File: config.mk
export PLATFORM = sky130hd
export DESIGN_NAME = button_short_long_click_detector_top
export DESIGN_NICKNAME = d
export VERILOG_FILES = /design/src/rtl/bsld_pkg.sv /design/src/rtl/button_short_long_click_detector_top.sv
export SDC_FILE = /design/constraint.sdc
export NUM_CORES = 1
export LEC_CHECK = 0
export BUFFER_PORTS_ARGS = -buffer_cell sky130_fd_sc_hd__buf_2
export CORE_ASPECT_RATIO = 0.5
export CORE_MARGIN = 4
export CORE_UTILIZATION = 45
export CTS_BUF_LIST = sky130_fd_sc_hd__clkbuf_8 sky130_fd_sc_hd__clkbuf_16
export DETAILED_ROUTE_END_ITERATION = 8
export PLACE_DENSITY = 0.62
export SYNTH_ARGS = -nofsm -noshare
export SYNTH_HDL_FRONTEND = slang
export SYNTH_SLANG_ARGS = --single-unit
File: constraint.sdc
create_clock -name clk -period 5.2 [get_ports clk]
set_input_delay 0.78 -clock clk [delete_from_list [all_inputs] [get_ports clk]]
set_output_delay 0.78 -clock clk [all_outputs]
set_load 0.03 [all_outputs]
File: src/rtl/bsld_pkg.sv
// ----------------------------------------------------------------------------
// bsld_pkg - shared constants and types for the button click detector
// Sizes of the button bank, register widths and register indexes.
// ----------------------------------------------------------------------------
package bsld_pkg;

    // Size of the button bank and of the per-button hold counters.
    localparam int NUM_BUTTONS = 5;
    localparam int COUNT_WIDTH = 16;

    // Field widths of the ports.
    localparam int PIN_WIDTH   = 5;
    localparam int CODE_WIDTH  = 4;
    localparam int CFG_WIDTH   = 16;
    localparam int INDEX_WIDTH = 1;

    // Comparisons between a hold count and a register run at this width.
    localparam int CMP_WIDTH = (COUNT_WIDTH > CFG_WIDTH) ? COUNT_WIDTH : CFG_WIDTH;

    // Reset values of the registers.
    localparam logic [CFG_WIDTH-1:0] MIN_COUNT_RESET      = CFG_WIDTH'(5);
    localparam logic [CFG_WIDTH-1:0] LONG_THRESHOLD_RESET = CFG_WIDTH'(75);

    // The hold counter saturates at its all-ones value.
    localparam logic [COUNT_WIDTH-1:0] COUNT_MAX = {COUNT_WIDTH{1'b1}};

    // Event code meaning "no event" on this tick.
    localparam logic [CODE_WIDTH-1:0] EVENT_NONE = '0;

    typedef logic [COUNT_WIDTH-1:0] count_t;
    typedef logic [CODE_WIDTH-1:0]  code_t;
    typedef logic [CFG_WIDTH-1:0]   cfg_data_t;

    // Register indexes of the configuration port.
    typedef enum logic [INDEX_WIDTH-1:0] {
        REG_MIN_COUNT      = 1'b0,
        REG_LONG_THRESHOLD = 1'b1
    } reg_index_t;

endpackage

File: src/rtl/button_short_long_click_detector_top.sv
// ----------------------------------------------------------------------------
// button_short_long_click_detector_top - short and long click detector
// Scans a bank of active-low buttons, one item per scan tick, and reports
// at most one short or long click per tick as an event code.
// An item's event code is registered on acceptance and shown in the next cycle.
// Throughput: one item per cycle while no result is stalled; the whole per-button
// update and the priority pick sit between the state registers and the output register.
// Reset: all buttons released, counters and long flags cleared, registers at
// their defaults (min_count 5, long_threshold 75), no result pending.
// ----------------------------------------------------------------------------
module button_short_long_click_detector_top
(
    input  logic                                  clk,
    input  logic                                  rst_n,

    // Scan tick input channel.
    input  logic                                  in_valid,
    output logic                                  in_stall,
    input  logic [bsld_pkg::PIN_WIDTH-1:0]        pin_levels,

    // Event output channel.
    output logic                                  out_valid,
    input  logic                                  out_stall,
    output logic [bsld_pkg::CODE_WIDTH-1:0]       event_code,

    // Configuration write channel.
    input  logic                                  cfg_valid,
    output logic                                  cfg_ready,
    input  logic [bsld_pkg::INDEX_WIDTH-1:0]      cfg_index,
    input  logic [bsld_pkg::CFG_WIDTH-1:0]        cfg_data
);

    localparam int NB = bsld_pkg::NUM_BUTTONS;

    // ------------------------------------------------------------------------
    // Configuration registers. Writes are always taken.
    // ------------------------------------------------------------------------
    bsld_pkg::cfg_data_t min_count_reg;
    bsld_pkg::cfg_data_t long_threshold_reg;
    logic                cfg_write;

    assign cfg_ready = 1'b1;
    assign cfg_write = cfg_valid && cfg_ready;

    always_ff @(posedge clk or negedge rst_n)
    begin
        if (!rst_n)
        begin
            min_count_reg      <= bsld_pkg::MIN_COUNT_RESET;
            long_threshold_reg <= bsld_pkg::LONG_THRESHOLD_RESET;
        end
        else if (cfg_write)
        begin
            case (bsld_pkg::reg_index_t'(cfg_index))
                bsld_pkg::REG_MIN_COUNT:
                begin
                    min_count_reg <= cfg_data;
                end
                bsld_pkg::REG_LONG_THRESHOLD:
                begin
                    long_threshold_reg <= cfg_data;
                end
                default:
                begin
                    min_count_reg <= min_count_reg;
                end
            endcase
        end
    end

    // ------------------------------------------------------------------------
    // Handshake. A new item is taken whenever the output register is empty
    // or its item leaves in the same cycle, so ticks can arrive back to back.
    // ------------------------------------------------------------------------
    logic in_accept;
    logic out_valid_reg;

    assign in_stall  = out_valid_reg && out_stall;
    assign in_accept = in_valid && !in_stall;

    // ------------------------------------------------------------------------
    // Per-button state.
    // ------------------------------------------------------------------------
    logic [NB-1:0]           pressed_now_reg;
    logic [NB-1:0]           pressed_before_reg;
    bsld_pkg::count_t        hold_count_reg [NB];
    logic [NB-1:0]           long_flag_reg;
    logic [NB-1:0]           long_flag_before_reg;

    // Candidate updates of each button, as if no earlier button had an event.
    logic [NB-1:0]           pressed_now_next;
    bsld_pkg::count_t        cand_count [NB];
    logic [NB-1:0]           cand_long;
    logic [NB-1:0]           cand_long_before;
    logic [NB-1:0]           short_click;
    logic [NB-1:0]           long_click;

    // Values written on an accepted tick after the priority pick.
    bsld_pkg::count_t        hold_count_next [NB];
    logic [NB-1:0]           long_flag_next;
    logic [NB-1:0]           long_flag_before_next;
    bsld_pkg::code_t         event_code_next;

    // A pin beyond the input field reads level 0, which means pressed.
    always_comb
    begin
        for (int i = 0; i < NB; i++)
        begin
            if (i < bsld_pkg::PIN_WIDTH)
            begin
                pressed_now_next[i] = !pin_levels[i];
            end
            else
            begin
                pressed_now_next[i] = 1'b1;
            end
        end
    end

    // Each button's counter, long flag and click detection. The counter
    // counts while the button is held and has not saturated; the long flag
    // follows the new count. A release clears the counter and is a short
    // click if the press was not long and lasted at least min_count ticks.
    // A rising edge of the long flag is a long click, also while a release
    // of this button gave no short click.
    always_comb
    begin
        for (int i = 0; i < NB; i++)
        begin
            cand_count[i]       = hold_count_reg[i];
            cand_long[i]        = long_flag_reg[i];
            cand_long_before[i] = long_flag_before_reg[i];
            short_click[i]      = 1'b0;

            if (pressed_now_next[i] && (hold_count_reg[i] != bsld_pkg::COUNT_MAX))
            begin
                cand_count[i]       = hold_count_reg[i] + bsld_pkg::count_t'(1);
                cand_long_before[i] = long_flag_reg[i];
                cand_long[i]        = bsld_pkg::CMP_WIDTH'(cand_count[i])
                                      > bsld_pkg::CMP_WIDTH'(long_threshold_reg);
            end

            if (!pressed_now_next[i] && pressed_now_reg[i])
            begin
                cand_count[i]  = '0;
                short_click[i] = !cand_long[i]
                                 && (bsld_pkg::CMP_WIDTH'(hold_count_reg[i])
                                     >= bsld_pkg::CMP_WIDTH'(min_count_reg));
            end

            long_click[i] = !short_click[i] && cand_long[i] && !cand_long_before[i];
        end
    end

    // Priority pick: the lowest button with an event is reported, and every
    // button after it keeps its counter and flags on this tick.
    always_comb
    begin
        logic blocked;
        blocked         = 1'b0;
        event_code_next = bsld_pkg::EVENT_NONE;
        for (int i = 0; i < NB; i++)
        begin
            hold_count_next[i]       = hold_count_reg[i];
            long_flag_next[i]        = long_flag_reg[i];
            long_flag_before_next[i] = long_flag_before_reg[i];
            if (!blocked)
            begin
                hold_count_next[i]       = cand_count[i];
                long_flag_next[i]        = cand_long[i];
                long_flag_before_next[i] = cand_long_before[i];
                if (short_click[i])
                begin
                    event_code_next = bsld_pkg::CODE_WIDTH'(2 * i + 1);
                    blocked         = 1'b1;
                end
                else if (long_click[i])
                begin
                    event_code_next = bsld_pkg::CODE_WIDTH'(2 * i + 2);
                    blocked         = 1'b1;
                end
            end
        end
    end

    // State update on every accepted tick.
    always_ff @(posedge clk or negedge rst_n)
    begin
        if (!rst_n)
        begin
            pressed_now_reg      <= '0;
            pressed_before_reg   <= '0;
            long_flag_reg        <= '0;
            long_flag_before_reg <= '0;
            for (int i = 0; i < NB; i++)
            begin
                hold_count_reg[i] <= '0;
            end
        end
        else if (in_accept)
        begin
            pressed_now_reg      <= pressed_now_next;
            pressed_before_reg   <= pressed_now_reg;
            long_flag_reg        <= long_flag_next;
            long_flag_before_reg <= long_flag_before_next;
            for (int i = 0; i < NB; i++)
            begin
                hold_count_reg[i] <= hold_count_next[i];
            end
        end
    end

    // ------------------------------------------------------------------------
    // Output register. It holds its item while the receiver stalls.
    // ------------------------------------------------------------------------
    bsld_pkg::code_t event_code_reg;

    always_ff @(posedge clk or negedge rst_n)
    begin
        if (!rst_n)
        begin
            out_valid_reg <= 1'b0;
        end
        else if (in_accept)
        begin
            out_valid_reg <= 1'b1;
        end
        else if (!out_stall)
        begin
            out_valid_reg <= 1'b0;
        end
    end

    always_ff @(posedge clk)
    begin
        if (in_accept)
        begin
            event_code_reg <= event_code_next;
        end
    end

    assign out_valid  = out_valid_reg;
    assign event_code = event_code_reg;

    // ------------------------------------------------------------------------
    // Assertions.
    // ------------------------------------------------------------------------

    // Every accepted tick leaves an item in the output register.
    assert property (@(posedge clk) disable iff (!rst_n)
        in_accept |=> out_valid_reg)
    else $error("accepted tick produced no result");

    // The input side only stalls while a result is waiting.
    assert property (@(posedge clk) disable iff (!rst_n)
        in_stall |-> out_valid_reg)
    else $error("input stalled with empty output register");

    // Button state never moves between accepted ticks.
    assert property (@(posedge clk) disable iff (!rst_n)
        !in_accept |=> $stable(pressed_now_reg) && $stable(long_flag_reg)
                       && $stable(long_flag_before_reg))
    else $error("button state changed without an accepted tick");

    // Pressed history is a one-tick delay of the pressed bits.
    assert property (@(posedge clk) disable iff (!rst_n)
        in_accept |=> pressed_before_reg == $past(pressed_now_reg))
    else $error("pressed history out of step");

    // A reported event code names an existing button.
    assert property (@(posedge clk) disable iff (!rst_n)
        out_valid_reg |-> (32'(event_code_reg) <= 2 * NB))
    else $error("event code out of range");

endmodule
==> impl_results.md, run 1 <==
* Peak Freq at just over 200 MHz
* GRT Total Usage at 0.246
* Met2 routed WL at 13,800 um
* CTS tree: built
* Main synth FF type: dfrtp_1
* Placed cell count at 1,485
* DRT iter0 DRCs at 774
* CP Launch Type: flop
* Syn Area/Cell at 9.09 um^2
* Synth top area cells: dfrtp_1 29%, ha_1 20%, nand2_1 5.3%
* Worst-Skew Late Latency at between 0.4 and 0.5 ns
* Via count at between 8,000 and 9,000
* DRT met1 WL at 14,400 um
* Crit. Startpoint: hold_count_reg[32]
* CTS root buf: clkbuf_16
* Post-Syn Area at around 11,000 um^2
* Setup TNS at 0 ns
* Wirelength, routed at approximately 32,000 um
* P per Cell Area at 430 nW/um^2
* Nets at around 1,400
* Reg2reg path depth at 15
* RR Endpoint: hold_count_reg[0]
* Mapped Cells at around 1,200
* DRC at 0
* Layout cell share with drive strength beyond 1 at 0.100
* Vias per inst at roughly 5.8
* Mux contribution to synthesized area at 0.0665
* Number of synthesis warnings at 0
* Die extent in y at 116 um
* Number of global-route vias before repair at 8,509
* Post-synth EDFFs at 4
* Core area at 22,900 um^2
* Yosys top cell area share at 0.290
* CTS Buffer Depth at 2
* Max-slew violations at 0
* Die ar. at between 20,000 and 30,000 um^2
* Slew @ Worst Pin at 1.12 ns
* Worst setup EP type: flop
* RR Startpoint: hold_count_reg[32]
* Setup bufs post-CTS at 0
* Clock skew at 0.00912 ns
* Req. time, crit path at 5.52 ns
* Setup-failing EPs final at 0
* Critical-path maximum fanout at 16
* Final non-filler cell total at 1,517
* Max reg flops at 80
* Clock transition at path regs at 0.06 ns
* Pin count of the biggest net entering global routing at 92
* Synth Area in Adders at 0.196
* Met3 WL post-DR at between 2000 and 2500 um
* Most frequent cells in the layout: 165 x ha_1, 149 x nand2_1, 122 x dfrtp_1
* Uppermost layer routed: met4
* Rows at 39
* WS Path Type: reg2reg
* Detailed placer's ending HPWL at 22,700 um
* Outcome: finished, final reports clean
* Commonest non-fill, non-tap cell in the layout: ha_1
* Slew HR at 0.249
* Crit path DAT at just over 5 ns
* GR Overflow Total at 0
* Post-route ant nets at 0
* Max cap viols at 0
* Cell taking the most area after synthesis: dfrtp_1
* XOR/XNOR Fraction of Synth Area at 0.0582
* Fillers at 2,120
* I/O pins at 34
* CTS buffer count at 17
* Complex-gate fraction of the synthesized area at 0.153
* Register area share after synthesis at 0.316
* ANT cells at 0
* Starting density of the core at 0.459
* Largest family of logic cells by synthesized area: adder cells
* Synth Register Bits at roughly 130
* 1st-pass router iterations at 6
* GPL Wtd Cong at 0.939
* Worst Hold Margin at 0.418 ns
* First-pass GRT wire length at 48,500 um
* Share of flip-flops with an asynchronous set or reset at 0.970
* Crit share post-route at 0.932
* Hold Crit Class: in2async
* Synth Area in Simple Gates at 0.162
* Peak supply drop at between 0.2 and 0.25 mV
* Clock sink total at 132
* Drt wl/cell at about 21 um
* Post-layout min period at 4.85 ns
* Final hold viol count at 0
* Netlist cell types at 70
* RSZ-0062 raised after global routing: false
* Overall Power at 0.00500 W
* Leak pwr at 5.56 nW
* CTS H-tree lvls at 4
* Synth-to-layout area growth at 10.4%
* Reg2reg setup slack at between 0.3 and 0.4 ns
* Port buffer count at 32
* Initial antenna violation count at 0
* Setup crit end: hold_count_reg[0]
* Post-layout util at 0.507
* Die X at 224 um
* Post-synthesis net count at roughly 1,400
==> metrics by stage <==
| stage | instance area [um^2] | setup WS (ns) |
|---|---|---|
| after floorplan | 10500 | 0.964 |
| after global placement | 11100 | 0.574 |
| after detailed placement | 11100 | 0.429 |
| after CTS | 11600 | 0.395 |
| after global routing | 11600 | 0.103 |
| final | 11600 | 0.353 |
==> worst max-delay path, stage by stage, from the launching register on <==
cell and delay [ns]:
dfrtp_1 0.46, ha_1 0.24, nand3_1 0.16, nor2_1 0.21
nand3_1 0.23, nor3_1 0.46, xnor2_1 0.13, ha_1 0.31
nand4_1 0.15, nor4_1 0.31, a311oi_1 0.08, o31a_1 0.15
a211o_1 0.43, a211o_1 0.37, or4_4 0.72, mux2_2 0.32
==> Yosys cell counts (8+ instances only) <==
cell / count
nor3_1: 25
nand2_1: 149
mux2i_1: 43
a21oi_1: 56
a211oi_1: 10
clkbuf_1: 20
inv_1: 99
nor4_1: 13
nand4_1: 27
xnor2_1: 53
ha_1: 165
a21o_1: 18
nor2_1: 46
and3_1: 8
mux2_2: 24
o21ai_0: 77
xor2_1: 17
dfrtp_1: 122
nand3_1: 43
nand2b_1: 9
==> logic make-up after synthesis <==
logic type | count (synthesis)
simple gates | 355
compound gates | 243
fa+ha+maj | 165
flops | 132
buf+inv | 126
xor+xnor | 70
mux | 67
other cells | 1
==> final cells by class <==
type                       instances  area (um^2)  area share
multi-input combinational        901         6700       0.577
sequential                       132         3330       0.286
clock buffer                      18          439      0.0378
tap                              307          384      0.0330
inverter                          99          372      0.0320
timing repair buffer              46          272      0.0234
clock inverter                    14          125      0.0108
==> how the worst min path moves through the flow <==
stage | endpoint | slack [ns] | cells past startpoint
6_report | hold_count_reg[68] | 0.42 | 1
5_1_grt | hold_count_reg[65] | 0.50 | 1
4_1_cts | hold_count_reg[68] | 0.48 | 1
3_5_place_dp | long_flag_before_reg[1] | 0.49 | 1
3_3_place_gp | long_flag_before_reg[1] | 0.48 | 1
2_1_floorplan | pressed_now_reg[1] | 0.46 | 2
==> report_power, final <==
part / leakage [nW] / total (W) / switching, W / internal (W)
clock: 0.287 / 0.00120 / 0.000520 / 0.000676
sequential: 1.67 / 0.00160 / 0.000305 / 0.00129
combinational: 3.60 / 0.00221 / 0.00129 / 0.000913
==> per-layer routing <==
| metal | track usage | up-vias |
|---|---|---|
| met5 | 0 | - |
| met4 | 0.0934 | 0 |
| li1 | - | 4273 |
| met1 | 0.332 | 4288 |
| met2 | 0.382 | 245 |
| met3 | 0.0653 | 55 |
==> timing repair <==
item	in CTS	in global routing
gates resized for setup	0	1
hold buffers	0	0
endpoints found under the setup margin	0	2
Power figures use the tool's default switching activity.
==> run 2, diff against run 1 <==
--- a/config.mk
+++ b/config.mk
@@ -5,7 +5,7 @@
 export SDC_FILE = /design/constraint.sdc
 export NUM_CORES = 1
 export LEC_CHECK = 0
-export BUFFER_PORTS_ARGS = -buffer_cell sky130_fd_sc_hd__buf_2
+export BUFFER_PORTS_ARGS = -buffer_cell sky130_fd_sc_hd__buf_4
 export CORE_ASPECT_RATIO = 0.5
 export CORE_MARGIN = 4
 export CORE_UTILIZATION = 45
==> constraint.sdc (replaced) <==
create_clock -name clk -period 5.6 [get_ports clk]
set_input_delay 0.84 -clock clk [delete_from_list [all_inputs] [get_ports clk]]
set_output_delay 0.84 -clock clk [all_outputs]
set_load 0.03 [all_outputs]
==> run 2 against run 1 <==
  * Via count increased by 1.4%
  * Hold slack better by 0.063 ns
  * Utilization is 0.44 points higher
  * Critical path depth unchanged
  * Final cell count down 0.40%
  * Sequential share of layout area down 0.24 points
  * Clock power rose by 4%
  * Combinational power fell by 7%
  * Design area grew 0.86%
  * Power fell by 4.4%
  * Sequential power fell by 7%
  * Critical endpoint unchanged
==> impl_results.md, run 2 (synthesis results as in run 1) <==
* Nets at 1,383 (was 1,389)
* Req. time, crit path at 5.91 ns (was 5.52 ns)
* Starting density of the core at 0.459 (unchanged)
* Crit share post-route at 0.894 (was 0.932)
* Leak pwr at 5.57 nW (was 5.56 nW)
* Fin worst setup slack at 0.592 ns (was 0.353 ns)
* Top delay family on crit path: simple AND/OR/NAND/NOR gates (unchanged)
* Crit path DAT at 5.32 ns (was 5.16 ns)
* Worst Hold Margin at 0.480 ns (was 0.418 ns)
* Multi-input gate area at 6700 um^2 (about the same)
* Sw power at 0.00194 W (was 0.00212 W)
* CTS buffer count at 17 (unchanged)
* Post-layout min period at 5.01 ns (was 4.85 ns)
* Die X at 224 um (unchanged)
* CP Launch Type: flop (unchanged)
* CTS tree: built (unchanged)
* Wirelength, routed at 31,500 um (was 31,700 um)
* GRT Total Usage at 0.245 (was 0.246)
* RSZ-0062 raised after global routing: false (unchanged)
* Clock sink total at 132 (unchanged)
* Reg2reg setup slack at 0.59 ns (was 0.35 ns)
* WS Path Type: reg2reg (unchanged)
* Critical-path maximum fanout at 16 (unchanged)
* First-pass GRT wire length at 48,500 um (about the same)
* Max stage delay on crit path at 0.81 ns (was 0.72 ns)
* Clock skew at 0.0120 ns (was 0.00912 ns)
* Overall Power at 0.00478 W (was 0.00500 W)
* CTS H-tree lvls at 4 (unchanged)
* Outcome: finished, final reports clean (unchanged)
* Peak supply drop at 0.212 mV (was 0.237 mV)
* ANT cells at 0 (unchanged)
* RR Startpoint: hold_count_reg[64] (was hold_count_reg[32])
* Die extent in y at 116 um (unchanged)
* CTS Buffer Depth at 2 (unchanged)
* Number of global-route vias before repair at 8,669 (was 8,509)
* RR Endpoint: hold_count_reg[0] (unchanged)
* CP Depth at 15 (unchanged)
* Clock transition at path regs at 0.06 ns (about the same)
* CP max-delay cell: or4_4 (unchanged)
* Slew @ Worst Pin at 1.10 ns (was 1.12 ns)
* Reg2reg path depth at 15 (unchanged)
* Buf/Inv on CP at 0 (unchanged)
* Port buffer count at 32 (unchanged)
* Drt wl/cell at 20.8 um (was 20.9 um)
* Die ar. at 26,100 um^2 (unchanged)
* DRC at 0 (unchanged)
* Worst-Skew Late Latency at 0.44 ns (was 0.43 ns)
* Clock network power share at 0.261 (was 0.239)
* Hold buffers post-CTS at 0 (unchanged)
* Crit-path cells: ha_1, nand3_1, nor4_2, and3_1, nand3_1, xnor2_1, ha_1, nand4_1, or3_1, a21oi_1, nor4_1, o32a_1, nand4_4, or4_4, mux2_2 (was ha_1, nand3_1, nor2_1, nand3_1, nor3_1, xnor2_1, ha_1, nand4_1, nor4_1, a311oi_1, o31a_1, a211o_1, a211o_1, or4_4, mux2_2)
* Pin count of the biggest net entering global routing at 94 (was 92)
* Max reg flops at 80 (unchanged)
* Max-slew violations at 0 (unchanged)
* Setup TNS at 0 ns (unchanged)
* GR Overflow Total at 0 (unchanged)
* Flop pwr share at 0.311 (was 0.320)
* P_int at 0.00284 W (was 0.00288 W)
* Via count at 8,985 (was 8,861)
* Setup WS pre-CTS at 0.694 ns (was 0.429 ns)
* Max cap viols at 0 (unchanged)
* Slew HR at 0.266 (was 0.249)
* Vias per inst at 5.95 (was 5.84)
* Switch share at 0.406 (was 0.424)
* Hold Crit Class: in2async (unchanged)
* DRT iter0 DRCs at 743 (was 774)
* Initial antenna violation count at 1 (was 0)
* Synth-to-layout area growth at 11.3% (was 10.4%)
* GPL Wtd Cong at 0.924 (was 0.939)
* Core area at 22,900 um^2 (unchanged)
* Rows at 39 (unchanged)
* I/O pins at 34 (unchanged)
* Commonest non-fill, non-tap cell in the layout: ha_1 (unchanged)
* Setup-failing EPs final at 0 (unchanged)
* Detailed placer's ending HPWL at 22,300 um (was 22,700 um)
* 1st-pass router iterations at 6 (unchanged)
* CTS resizes at 0 (unchanged)
* Post-route ant nets at 0 (unchanged)
* P per Cell Area at 408 nW/um^2 (was 430 nW/um^2)
* Fillers at 2,125 (was 2,120)
* Worst setup EP type: flop (unchanged)
* Setup bufs post-CTS at 0 (unchanged)
* Most frequent cells in the layout: 165 x ha_1, 149 x nand2_1, 122 x dfrtp_1 (unchanged)
* Area occupied by registers at 3330 um^2 (unchanged)
* Final hold viol count at 0 (unchanged)
* CTS root buf: clkbuf_16 (unchanged)
* Post-layout util at 0.511 (was 0.507)
* Peak Freq at 200 MHz (was 206 MHz)
* Layout cell share with drive strength beyond 1 at 0.0947 (was 0.100)
* Comb pwr share at 0.428 (was 0.441)
==> run 2: cell count changes in the layout (fill, tap and decap cells not counted), sizes merged <==
| cell | change |
|---|---|
| inv | -5 |
| buf | -6 |
| clkinv | +1 |
| clkbuf | -1 |
| bufinv | +4 |
| clkinvlp | +1 |
==> run 2: layout make-up <==
class / instances / area share
clock buffers: 17 / 0.0363
clock inverters: 15 / 0.0184
inverters: 99 / 0.0317
multi-input cells: 901 / 0.571
flip-flops and latches: 132 / 0.284
well taps: 307 / 0.0328
repair buffers: 40 / 0.0259
==> run 2: how the worst max path moves through the flow <==
stage / start / to
5_1_grt: hold_count_reg[64] / long_flag_before_reg[3]
3_3_place_gp: hold_count_reg[64] / hold_count_reg[0]
3_5_place_dp: hold_count_reg[64] / hold_count_reg[0]
6_report: hold_count_reg[64] / hold_count_reg[0]
2_1_floorplan: hold_count_reg[64] / hold_count_reg[6]
4_1_cts: hold_count_reg[64] / hold_count_reg[0]
==> run 2: power groups by stage <==
stage	logic (W)	registers, W	clock network (W)
after CTS	0.00203	0.00148	0.00126
after global routing	0.00231	0.00152	0.00131
after global placement	0.00193	0.00148	0
after floorplan	0.00147	0.00143	0
final	0.00205	0.00149	0.00125
after detailed placement	0.00202	0.00149	0
==> run 2: through the flow <==
| stage | area [um^2] | std cells |
|---|---|---|
| 2_1_floorplan | 10500 | 1159 |
| 3_3_place_gp | 11100 | 1479 |
| 3_5_place_dp | 11100 | 1479 |
| 4_1_cts | 11700 | 1511 |
| 5_1_grt | 11700 | 1511 |
| 6_report | 11700 | 1511 |
==> run 2: metal layers <==
metal | vias to the layer above | wire length [um] | global-route usage
met4 | 2 | 1280 | 0.101
met3 | 71 | 2210 | 0.0570
met5 | - | 20 | 0
met1 | 4352 | 14600 | 0.340
li1 | 4253 | - | -
met2 | 307 | 13400 | 0.374
